$ cat src/rtl/css_pkg.sv
`default_nettype none

package css_pkg;

    localparam int LEVEL_W    = 20;
    localparam int STEP_W     = 19;
    localparam int CYC_W      = 8;
    localparam int PER_W      = 16;
    localparam int TOL_W      = 10;
    localparam int CNT_W      = 32;
    localparam int SAMPLE_W   = 12;
    localparam int DAC_W      = 19;
    localparam int WIDE_W     = 22;
    localparam int CFG_IDX_W  = 3;
    localparam int CFG_DATA_W = 20;

    localparam logic [CFG_IDX_W-1:0] REG_BEGIN_LEVEL   = 3'd0;
    localparam logic [CFG_IDX_W-1:0] REG_FIRST_VERTEX  = 3'd1;
    localparam logic [CFG_IDX_W-1:0] REG_SECOND_VERTEX = 3'd2;
    localparam logic [CFG_IDX_W-1:0] REG_CYCLE_TARGET  = 3'd3;
    localparam logic [CFG_IDX_W-1:0] REG_STEP_SIZE     = 3'd4;
    localparam logic [CFG_IDX_W-1:0] REG_PERIOD_MS     = 3'd5;
    localparam logic [CFG_IDX_W-1:0] REG_MATCH_TOL     = 3'd6;

    localparam logic [1:0] TGT_FIRST  = 2'd0;
    localparam logic [1:0] TGT_SECOND = 2'd1;
    localparam logic [1:0] TGT_BEGIN  = 2'd2;

    localparam logic REQ_START = 1'b0;
    localparam logic REQ_TICK  = 1'b1;

    localparam logic signed [WIDE_W-1:0] DAC_OFFSET = 22'sd200000;

    localparam logic signed [LEVEL_W-1:0] RST_BEGIN_LEVEL   = 20'sd0;
    localparam logic signed [LEVEL_W-1:0] RST_FIRST_VERTEX  = 20'sd50000;
    localparam logic signed [LEVEL_W-1:0] RST_SECOND_VERTEX = -20'sd50000;
    localparam logic [CYC_W-1:0]          RST_CYCLE_TARGET  = 8'd1;
    localparam logic [STEP_W-1:0]         RST_STEP_SIZE     = 19'd1000;
    localparam logic [PER_W-1:0]          RST_PERIOD_MS     = 16'd100;
    localparam logic [TOL_W-1:0]          RST_MATCH_TOL     = 10'd1;

    typedef struct packed {
        logic signed [LEVEL_W-1:0] begin_level;
        logic signed [LEVEL_W-1:0] first_vertex;
        logic signed [LEVEL_W-1:0] second_vertex;
        logic [CYC_W-1:0]          cycle_target;
        logic [STEP_W-1:0]         step_size;
        logic [PER_W-1:0]          period_ms;
        logic [TOL_W-1:0]          match_tolerance;
    } cfg_t;

    typedef struct packed {
        logic signed [LEVEL_W-1:0] level;
        logic [1:0]                target_sel;
        logic [CYC_W-1:0]          cycles_done;
        logic [CNT_W-1:0]          point_count;
        logic [CNT_W-1:0]          elapsed_ms;
        logic                      running;
    } sweep_state_t;

    typedef struct packed {
        logic [CNT_W-1:0]          point_index;
        logic [CNT_W-1:0]          time_ms;
        logic [SAMPLE_W-1:0]       ref_out;
        logic [SAMPLE_W-1:0]       tia_out;
        logic signed [LEVEL_W-1:0] cell_setpoint;
        logic [DAC_W-1:0]          dac_level;
        logic                      last;
    } point_t;

endpackage

`default_nettype wire

$ cat src/rtl/css_step.sv
`default_nettype none

module css_step
(
    input  var css_pkg::cfg_t                  cfg,
    input  var css_pkg::sweep_state_t          state,
    input  wire                                req_type,
    input  wire [css_pkg::SAMPLE_W-1:0]        ref_sample,
    input  wire [css_pkg::SAMPLE_W-1:0]        tia_sample,
    output css_pkg::sweep_state_t              state_next,
    output css_pkg::point_t                    point,
    output logic                               emit
);
    import css_pkg::*;

    logic signed [WIDE_W-1:0]  level_w;
    logic signed [WIDE_W-1:0]  target_w;
    logic signed [WIDE_W-1:0]  step_w;
    logic signed [WIDE_W-1:0]  moved_w;
    logic signed [WIDE_W-1:0]  diff_w;
    logic signed [WIDE_W-1:0]  diff_abs;
    logic signed [WIDE_W-1:0]  tol_w;
    logic signed [WIDE_W-1:0]  half_w;
    logic signed [WIDE_W-1:0]  dac_w;
    logic signed [LEVEL_W-1:0] new_level;
    logic [CYC_W-1:0]          cycles_inc;
    logic                      last;

    always_comb
    begin
        level_w = WIDE_W'(state.level);
        unique case (state.target_sel)
            TGT_SECOND: target_w = WIDE_W'(cfg.second_vertex);
            TGT_BEGIN:  target_w = WIDE_W'(cfg.begin_level);
            default:    target_w = WIDE_W'(cfg.first_vertex);
        endcase

        step_w = (cfg.step_size == '0) ? WIDE_W'(1)
               : $signed({{(WIDE_W-STEP_W){1'b0}}, cfg.step_size});
        tol_w  = (cfg.match_tolerance == '0) ? WIDE_W'(1)
               : $signed({{(WIDE_W-TOL_W){1'b0}}, cfg.match_tolerance});

        moved_w = level_w;
        if (target_w < level_w)
        begin
            moved_w = level_w - step_w;
            if (moved_w < target_w)
                moved_w = target_w;
        end
        else if (target_w > level_w)
        begin
            moved_w = level_w + step_w;
            if (moved_w > target_w)
                moved_w = target_w;
        end

        diff_w   = moved_w - target_w;
        diff_abs = (diff_w < 0) ? -diff_w : diff_w;
        cycles_inc = state.cycles_done + CYC_W'(1);

        state_next = state;
        last       = 1'b0;
        emit       = 1'b0;

        if (req_type == REQ_START)
        begin
            emit                   = 1'b1;
            state_next.level       = cfg.begin_level;
            state_next.target_sel  = TGT_FIRST;
            state_next.cycles_done = '0;
            state_next.point_count = '0;
            state_next.elapsed_ms  = '0;
            state_next.running     = (cfg.cycle_target != '0);
            last                   = (cfg.cycle_target == '0);
        end
        else if (state.running)
        begin
            emit             = 1'b1;
            state_next.level = moved_w[LEVEL_W-1:0];
            if (diff_abs < tol_w)
            begin
                unique case (state.target_sel)
                    TGT_SECOND: state_next.target_sel = TGT_BEGIN;
                    TGT_BEGIN:
                    begin
                        state_next.target_sel  = TGT_FIRST;
                        state_next.cycles_done = cycles_inc;
                        if (cycles_inc == cfg.cycle_target)
                        begin
                            last               = 1'b1;
                            state_next.running = 1'b0;
                        end
                    end
                    default:    state_next.target_sel = TGT_SECOND;
                endcase
            end
        end

        new_level = state_next.level;
        // arithmetic shift gives floor of level / 2
        half_w = WIDE_W'(new_level) >>> 1;
        dac_w  = half_w + DAC_OFFSET;

        point.point_index   = state_next.point_count + CNT_W'(1);
        point.time_ms       = state_next.elapsed_ms;
        point.ref_out       = ref_sample;
        point.tia_out       = tia_sample;
        point.cell_setpoint = new_level;
        point.dac_level     = (dac_w < 0) ? '0 : dac_w[DAC_W-1:0];
        point.last          = last;

        if (emit)
        begin
            state_next.point_count = state_next.point_count + CNT_W'(1);
            state_next.elapsed_ms  = state_next.elapsed_ms + CNT_W'(cfg.period_ms);
        end
    end

endmodule

`default_nettype wire

$ cat src/rtl/cyclic_sweep_sequencer_core.sv
`default_nettype none

// Triangle sweep sequencer for cyclic voltammetry. A start word (tuser 0)
// loads the begin potential and emits point 1; each tick word (tuser 1)
// steps the setpoint toward the current target (a vertex or the begin
// potential) and emits one point; the final point of the last cycle
// carries tlast. Ticks while idle are swallowed. One word is taken per
// clock unless the master side stalls; a word passes the input register,
// then the output register. The combinational step/clamp/compare loop
// that updates the sweep state sets the rate. Config writes are taken at
// any time and must only be issued while no words are in flight.
module cyclic_sweep_sequencer_core
#(
    parameter int ADC_BITS = 12
)
(
    input  wire                                clk,
    input  wire                                rst_n,

    input  wire                                s_axis_tvalid,
    output logic                               s_axis_tready,
    // [11:0] ref_sample, [23:12] tia_sample
    input  wire [23:0]                         s_axis_tdata,
    // [0] req_type
    input  wire                                s_axis_tuser,

    output logic                               m_axis_tvalid,
    input  wire                                m_axis_tready,
    // [31:0] point_index, [63:32] time_ms, [75:64] ref_out, [87:76] tia_out,
    // [107:88] cell_setpoint, [126:108] dac_level, [127] zero
    output logic [127:0]                       m_axis_tdata,
    output logic                               m_axis_tlast,

    input  wire                                cfg_valid,
    output logic                               cfg_ready,
    input  wire [css_pkg::CFG_IDX_W-1:0]       cfg_index,
    input  wire [css_pkg::CFG_DATA_W-1:0]      cfg_data
);
    import css_pkg::*;

    logic [SAMPLE_W-1:0]  adc_mask;
    cfg_t                 cfg_reg;
    sweep_state_t         state_reg;
    sweep_state_t         state_next;
    point_t               point_next;
    point_t               out_reg;
    logic                 out_valid_reg;
    logic                 in_valid_reg;
    logic                 in_type_reg;
    logic [SAMPLE_W-1:0]  in_ref_reg;
    logic [SAMPLE_W-1:0]  in_tia_reg;
    logic                 emit;
    logic                 advance;

    always_comb
    begin
        for (int i = 0; i < SAMPLE_W; i++)
            adc_mask[i] = (i < ADC_BITS);
    end

    assign cfg_ready     = 1'b1;
    assign advance       = in_valid_reg && (!out_valid_reg || m_axis_tready);
    assign s_axis_tready = !in_valid_reg || advance;

    always_ff @(posedge clk or negedge rst_n)
    begin
        if (!rst_n)
        begin
            cfg_reg.begin_level     <= RST_BEGIN_LEVEL;
            cfg_reg.first_vertex    <= RST_FIRST_VERTEX;
            cfg_reg.second_vertex   <= RST_SECOND_VERTEX;
            cfg_reg.cycle_target    <= RST_CYCLE_TARGET;
            cfg_reg.step_size       <= RST_STEP_SIZE;
            cfg_reg.period_ms       <= RST_PERIOD_MS;
            cfg_reg.match_tolerance <= RST_MATCH_TOL;
        end
        else if (cfg_valid && cfg_ready)
        begin
            unique case (cfg_index)
                REG_BEGIN_LEVEL:   cfg_reg.begin_level     <= cfg_data;
                REG_FIRST_VERTEX:  cfg_reg.first_vertex    <= cfg_data;
                REG_SECOND_VERTEX: cfg_reg.second_vertex   <= cfg_data;
                REG_CYCLE_TARGET:  cfg_reg.cycle_target    <= cfg_data[CYC_W-1:0];
                REG_STEP_SIZE:     cfg_reg.step_size       <= cfg_data[STEP_W-1:0];
                REG_PERIOD_MS:     cfg_reg.period_ms       <= cfg_data[PER_W-1:0];
                REG_MATCH_TOL:     cfg_reg.match_tolerance <= cfg_data[TOL_W-1:0];
                default:           ;
            endcase
        end
    end

    always_ff @(posedge clk or negedge rst_n)
    begin
        if (!rst_n)
            in_valid_reg <= 1'b0;
        else if (s_axis_tvalid && s_axis_tready)
            in_valid_reg <= 1'b1;
        else if (advance)
            in_valid_reg <= 1'b0;
    end

    always_ff @(posedge clk)
    begin
        if (s_axis_tvalid && s_axis_tready)
        begin
            in_type_reg <= s_axis_tuser;
            in_ref_reg  <= s_axis_tdata[11:0] & adc_mask;
            in_tia_reg  <= s_axis_tdata[23:12] & adc_mask;
        end
    end

    css_step u_step
    (
        .cfg        (cfg_reg),
        .state      (state_reg),
        .req_type   (in_type_reg),
        .ref_sample (in_ref_reg),
        .tia_sample (in_tia_reg),
        .state_next (state_next),
        .point      (point_next),
        .emit       (emit)
    );

    always_ff @(posedge clk or negedge rst_n)
    begin
        if (!rst_n)
            state_reg <= '0;
        else if (advance)
            state_reg <= state_next;
    end

    always_ff @(posedge clk or negedge rst_n)
    begin
        if (!rst_n)
            out_valid_reg <= 1'b0;
        else if (advance && emit)
            out_valid_reg <= 1'b1;
        else if (m_axis_tready)
            out_valid_reg <= 1'b0;
    end

    always_ff @(posedge clk)
    begin
        if (advance && emit)
            out_reg <= point_next;
    end

    assign m_axis_tvalid = out_valid_reg;
    assign m_axis_tlast  = out_reg.last;
    assign m_axis_tdata  = {1'b0, out_reg.dac_level, out_reg.cell_setpoint,
                            out_reg.tia_out, out_reg.ref_out,
                            out_reg.time_ms, out_reg.point_index};

    // sweep only stops on the point that closes the final cycle
    a_stop_marks_last: assert property (@(posedge clk) disable iff (!rst_n)
        $fell(state_reg.running) |-> (out_valid_reg && out_reg.last))
        else $error("sweep stopped without a last point");

    a_ready_when_empty: assert property (@(posedge clk) disable iff (!rst_n)
        !s_axis_tready |-> in_valid_reg)
        else $error("input stalled with empty input register");

    a_out_from_input: assert property (@(posedge clk) disable iff (!rst_n)
        $rose(out_valid_reg) |-> $past(in_valid_reg))
        else $error("point produced without a pending word");

endmodule

`default_nettype wire
$ cat config.mk
export PLATFORM = sky130hd
export DESIGN_NAME = cyclic_sweep_sequencer_core
export DESIGN_NICKNAME = d
export VERILOG_FILES = /design/src/rtl/css_pkg.sv /design/src/rtl/css_step.sv /design/src/rtl/cyclic_sweep_sequencer_core.sv
export SDC_FILE = /design/constraint.sdc
export NUM_CORES = 1
export LEC_CHECK = 0
export ABC_AREA = 1
export BUFFER_PORTS_ARGS = -buffer_cell sky130_fd_sc_hd__buf_2
export CAP_MARGIN = 5
export CORE_MARGIN = 10
export CORE_UTILIZATION = 50
export CTS_BUF_LIST = sky130_fd_sc_hd__clkbuf_8
export DETAILED_ROUTE_END_ITERATION = 6
export PLACE_DENSITY_LB_ADDON = 0.05
export SLEW_MARGIN = 20
export SYNTH_ARGS = -nofsm -noshare
export SYNTH_HDL_FRONTEND = slang
export SYNTH_SLANG_ARGS = --single-unit
$ cat constraint.sdc
create_clock -name clk -period 10.6 [get_ports clk]
set_input_delay 2.12 -clock clk [delete_from_list [all_inputs] [get_ports clk]]
set_output_delay 2.12 -clock clk [all_outputs]
set_load 0.01 [all_outputs]
Yosys cells after proc, flatten, opt, wreduce, memory -nomap -nowiden
Cells that the tools add are included.
Widths: inputs -> output; s select.
{"block": "classes", "add_sub_neg": 8, "magnitude_cmp": 7, "eq_ne": 12, "n_mux": 31, "n_reduce_logical": 23}
{"operator": "$mux 64", "count": 2}
{"operator": "$mux 22", "count": 5}
{"operator": "$mux 30", "count": 2}
{"operator": "$lt 22x22->1", "count": 2}
{"operator": "$pmux 22 s2", "count": 1}
{"operator": "$add 32x1->32 const B", "count": 1}
{"operator": "$add 32x16->32", "count": 1}
{"operator": "$gt 22x20->1", "count": 1}
{"operator": "$gt 22x22->1", "count": 1}
{"operator": "$lt 22x1->1 const B", "count": 1}
{"operator": "$lt 22x20->1", "count": 1}
{"operator": "$neg 22->22", "count": 1}
{"operator": "$sub 22x22->22", "count": 1}
{"operator": "$add 20x20->21", "count": 1}
{"operator": "$sub 20x20->21", "count": 1}
{"operator": "$add 19x19->20 const B", "count": 1}
{"operator": "$lt 20x1->1 const B", "count": 1}
{"operator": "$mux 10", "count": 2}
{"operator": "$logic_not 19->1", "count": 1}
{"operator": "$mux 19", "count": 1}
{"operator": "$mux 1", "count": 16}
{"operator": "$reduce_and 2->1", "count": 7}
{"operator": "$logic_not 10->1", "count": 1}
{"operator": "$eq 3x3->1 const B", "count": 3}
{"operator": "19 further kinds", "count": 26}
{"block": "word_totals", "regBits": 363, "out_inout_bits": 132}

Longest topological paths before layout
{"block": "depth", "ltp_word": 16, "mapped_depth": 61, "mapped_depth_nobuf": 59}

Modules after synthesis
A second synthesis with hierarchy kept.
{"block": "unflattened", "cells_unflattened": 3358, "hier_area_um2": 24855.1}
{"mod": "cyclic_sweep_sequencer_core", "n_inst": 1, "cells_each": 1083, "area_per_inst_um2": 12889.9, "seq_area_each_um2": 9884.5}
{"mod": "css_step", "n_inst": 1, "cells_each": 2275, "area_per_inst_um2": 11965.2, "seq_area_each_um2": 0.0}

Worst setup path after synthesis
Ideal clock, no wire load.
{"block": "synth_path", "kind": "in2reg", "startpoint": "input m_axis_tready", "endpoint": "register out_reg (netlist bit m_axis_tdata[0]) (enable)", "setup_time_ns": 0.542, "t_arrival_ns": 6.779, "required_ns": 10.058, "path_slack_ns": 3.278, "path_stages": 6, "path_buffers": 2, "cell_sequence": "inv_1 > nand2_1 > nand2_1 > nor2_1 > clkbuf_1 > clkbuf_1"}
{"block": "synth_between", "elab_chain_cells": 3}
{"item": "start: declaration", "line_no": "cyclic_sweep_sequencer_core.sv:28", "rtl": "input wire m_axis_tready,"}
{"item": "$logic_or 1x1->1", "line_no": "cyclic_sweep_sequencer_core.sv:62", "rtl": "assign advance = in_valid_reg && (!out_valid_reg || m_axis_tready);"}
{"item": "$logic_and 1x1->1", "line_no": "cyclic_sweep_sequencer_core.sv:62"}
{"item": "$logic_and 1x1->1", "line_no": "cyclic_sweep_sequencer_core.sv:144", "rtl": "if (advance && emit)"}
{"item": "end signal: assignment", "line_no": "cyclic_sweep_sequencer_core.sv:145", "rtl": "out_reg <= point_next;"}
{"item": "end: declaration", "line_no": "cyclic_sweep_sequencer_core.sv:46", "rtl": "point_t out_reg;"}
No other way between the ends.
A chain may end at the register's enable or synchronous reset.

Worst setup path in the final report
{"block": "layout_path", "startpoint": "register cfg_reg[29] (netlist bit)", "endpoint": "register state_reg[69] (netlist bit)"}
{"block": "layout_between", "elab_chain_cells": 13, "elab_cells_between_ends": 17}
{"item": "start: declaration", "line_no": "cyclic_sweep_sequencer_core.sv:42", "rtl": "cfg_t cfg_reg;"}
{"item": "$logic_not 19->1", "line_no": "css_step.sv:38", "rtl": "step_w = (cfg.step_size == '0) ? WIDE_W'(1)"}
{"item": "$mux 19 (*)", "line_no": "css_step.sv:38"}
{"item": "$add 20x20->21", "line_no": "css_step.sv:52", "rtl": "moved_w = level_w + step_w;"}
{"item": "$gt 22x22->1", "line_no": "css_step.sv:53", "rtl": "if (moved_w > target_w)"}
{"item": "$mux 22", "line_no": "css_step.sv:53"}
{"item": "$mux 22", "line_no": "css_step.sv:50", "rtl": "else if (target_w > level_w)"}
{"item": "$mux 22 (*)", "line_no": "css_step.sv:44", "rtl": "if (target_w < level_w)"}
{"item": "$sub 22x22->22 (*)", "line_no": "css_step.sv:57", "rtl": "diff_w = moved_w - target_w;"}
{"item": "$neg 22->22 / $lt 22x1->1 (equally long branches)", "line_no": "css_step.sv:58", "rtl": "diff_abs = (diff_w < 0) ? -diff_w : diff_w;"}
{"item": "$mux 22 (*)", "line_no": "css_step.sv:58"}
{"item": "$lt 22x22->1 (*)", "line_no": "css_step.sv:80", "rtl": "if (diff_abs < tol_w)"}
{"item": "$ne 2x1->1 (no source line) (*)"}
{"item": "$reduce_and 4->1 (no source line) (*)"}
{"item": "end signal: assignment", "line_no": "cyclic_sweep_sequencer_core.sv:129", "rtl": "state_reg <= state_next;"}
{"item": "end: declaration", "line_no": "cyclic_sweep_sequencer_core.sv:43", "rtl": "sweep_state_t state_reg;"}
Mark *: on every way between the ends. The rest lies on a longest branch, timed or not.

==> results_dict.tcl <==
set metrics [dict create \
    fmax_mhz 110 \
    finalClockSkew_ps 37.5 \
    place_hpwl_mm 56.2 \
    ys_top_cells_by_count "nand2_1, inv_1, o21ai_0" \
    synthArstFlopShare 0.579 \
    finalCoreUtilization 0.566 \
    grt_usage 0.253 \
    ys_seq_area_frac 0.425 \
    grt_max_degree 180 \
    postRouteAntennaNets 0 \
    core_area_um2 45700 \
    cts-resized-gates 0 \
    place_area_um2 24700 \
    avgSynthCellArea_um2 7.85 \
    vias 20698 \
    cp.arrival_ps 9580 \
    die-area_um2 55500 \
    synth_top_area_frac 0.198 \
    synth_cells 2964 \
    yosys_register_bits 363 \
    wl_met3_mm 5.41 \
    grt-ovfl-total 0 \
    crit_type "flop to flop" \
    reg2reg_depth 56 \
    run_status "complete, no violations" \
    post-route-min-period_ps 9110 \
    synth_edf_count 153 \
    synth.most_common_cell "nand2_1" \
    drive_gt1_frac 0.123 \
    min_period_over_period 0.859 \
    drtIter0Drc 2067 \
    relSlewSlack 0.194 \
    syn_nets 3179 \
    fin_setup_tns_ps 0 \
    area_growth_pct 11.2 \
    ys_top_cells_by_area "edfxtp_1, dfrtp_1, nand2_1" \
    syn_area_um2 23300 \
    fp.dieH_um 236 \
    num_rows 78 \
    die_w_um 236 \
    hold_class "flop to flop" \
    finalSetupViolations 0 \
    diodes 0 \
    grt_pass1_wl_mm 112 \
    numCtsBuffers 56 \
    antenna_found_initial 1 \
    crit_slowest_cell "a2111oi_0" \
    htreeDepth 2 \
    endpoint_kind "flop" \
    cts.clk_slew.worst_paths_ps 60 \
    clk_path_buf_depth 3 \
    maxCapViolations 0 \
    ys_types 62 \
    slew_viol_final 0 \
    wirelength_mm 72.9 \
    fin_cells 3775 \
    critPathRequiredTime_ps 11070 \
    firstDrtPassIters 6 \
    first_global_vias 19481 \
    tightest_slew_ps 1200 \
    cp_common_cell "nand2_1" \
    placedCellCount 3669 \
    finalInstanceArea_um2 25800 \
    port_buffers 182 \
    yosys_most_used_dff "dfrtp_1" \
    cts_tree "built" \
    layout.nets 3342 \
    m1WireLength_mm 34.1 \
    slowest_delay_ps 970 \
    ys_warn_count 0 \
    hold_viol_final 0 \
    postCtsHoldBufs 0 \
    rsz0062_at_grt "no" \
    ios 185 \
    cts-root-buf "clkbuf_8" \
    worstSetupStartpointType "flop" \
    wire_per_inst_um 19.3 \
    numClockSinks 363 \
    crit_fanout 21 \
    drc 0 \
    largest_reg_flops 127 \
    yosys.area.top_type "edfxtp_1" \
    gp_congestion 1.05 \
    clock_latency_ps 610 \
    vias_per_cell 5.48 \
    floorplan.initialDensity 0.509 \
    top_layer "met4" \
    route.met2.wl_mm 31.3 \
    hold_depth 0 \
    cts_setup_buffers 0 \
]
-- placed cells by master, fill, tap and decap left out, types with 5 or more instances in the layout --
master	instances
a21boi_0	5
a21o_1	10
a21oi_1	160
a221o_1	11
a31oi_1	7
and2_1	7
buf_2	181
buf_4	26
clkbuf_8	69
clkinv_1	10
clkinv_2	14
dfrtp_1	182
dfstp_2	28
edfxtp_1	153
ha_1	158
inv_1	416
inv_2	9
nand2_1	837
nand2_2	15
nand3_1	144
nand3b_1	14
nand4_1	46
nor2_1	181
nor2_2	15
nor3_1	19
nor4_1	18
o211ai_1	15
o21a_1	5
o21ai_0	221
o21ai_1	10
o21bai_1	9
o22ai_1	21
xnor2_1	25
xor2_1	77
-- logic make-up after synthesis --
kind of cell               Yosys count  share of synthesized area
xor gates and xnor gates           102                     0.0384
and+or+nand+nor                   1316                      0.239
adders and majority gates          162                     0.0885
DFF                                363                      0.425
buffers and inverters              521                     0.0883
muxes                                2                   0.000968
other                                2                   0.000323
AOI/OAI and AO/OA                  496                      0.119
-- worst max-delay path, delay by kind of cell, from the launching register on --
kind / cells / cell delay (ps)
AOI/OAI and AO/OA: 4 / 1540
adders and majority gates: 5 / 1590
and+or+nand+nor: 39 / 4330
DFF: 1 / 540
xor gates and xnor gates: 1 / 140
buffers and inverters: 7 / 840
-- stage by stage --
| stage | worst slack (ps) | hold slack (ps) |
|---|---|---|
| 5_1_grt | 568 | 422 |
| 4_1_cts | 1600 | 415 |
| 3_5_place_dp | 1630 | 405 |
| 6_report | 1490 | 418 |
| 2_1_floorplan | 3280 | 400 |
| 3_3_place_gp | 1900 | 401 |
-- per-layer routing --
metal  GRT usage  vias up
met1       0.367     9786
met5           0        -
met2       0.379      784
met3      0.0414      123
li1            -    10005
met4      0.0748        0
-- cell type report --
class	count	area [µm²]
Sequential cell	363	9880
Tap cell	600	751
Clock inverter	38	246
Multi-Input combinational cell	2080	11300
Fill cell	4363	19800
Timing Repair Buffer	209	1130
Clock buffer	68	936
Inverter	417	1570
-- path summary, 6_finish.rpt --
path                       slack, ps          start          endpoint
setup / recovery                1490    cfg_reg[29]     state_reg[69]
hold / removal                   420  in_tia_reg[4]  m_axis_tdata[80]
setup reg to reg                1490    cfg_reg[29]     state_reg[69]
hold reg to reg                  420  in_tia_reg[4]  m_axis_tdata[80]
max in group asynchronous       7640          rst_n     state_reg[36]
min in group asynchronous       1570          rst_n     state_reg[31]
Power is left out: the tool's default activity adds up to more than one toggle a clock period on the data nets, which glitch-free logic cannot reach.
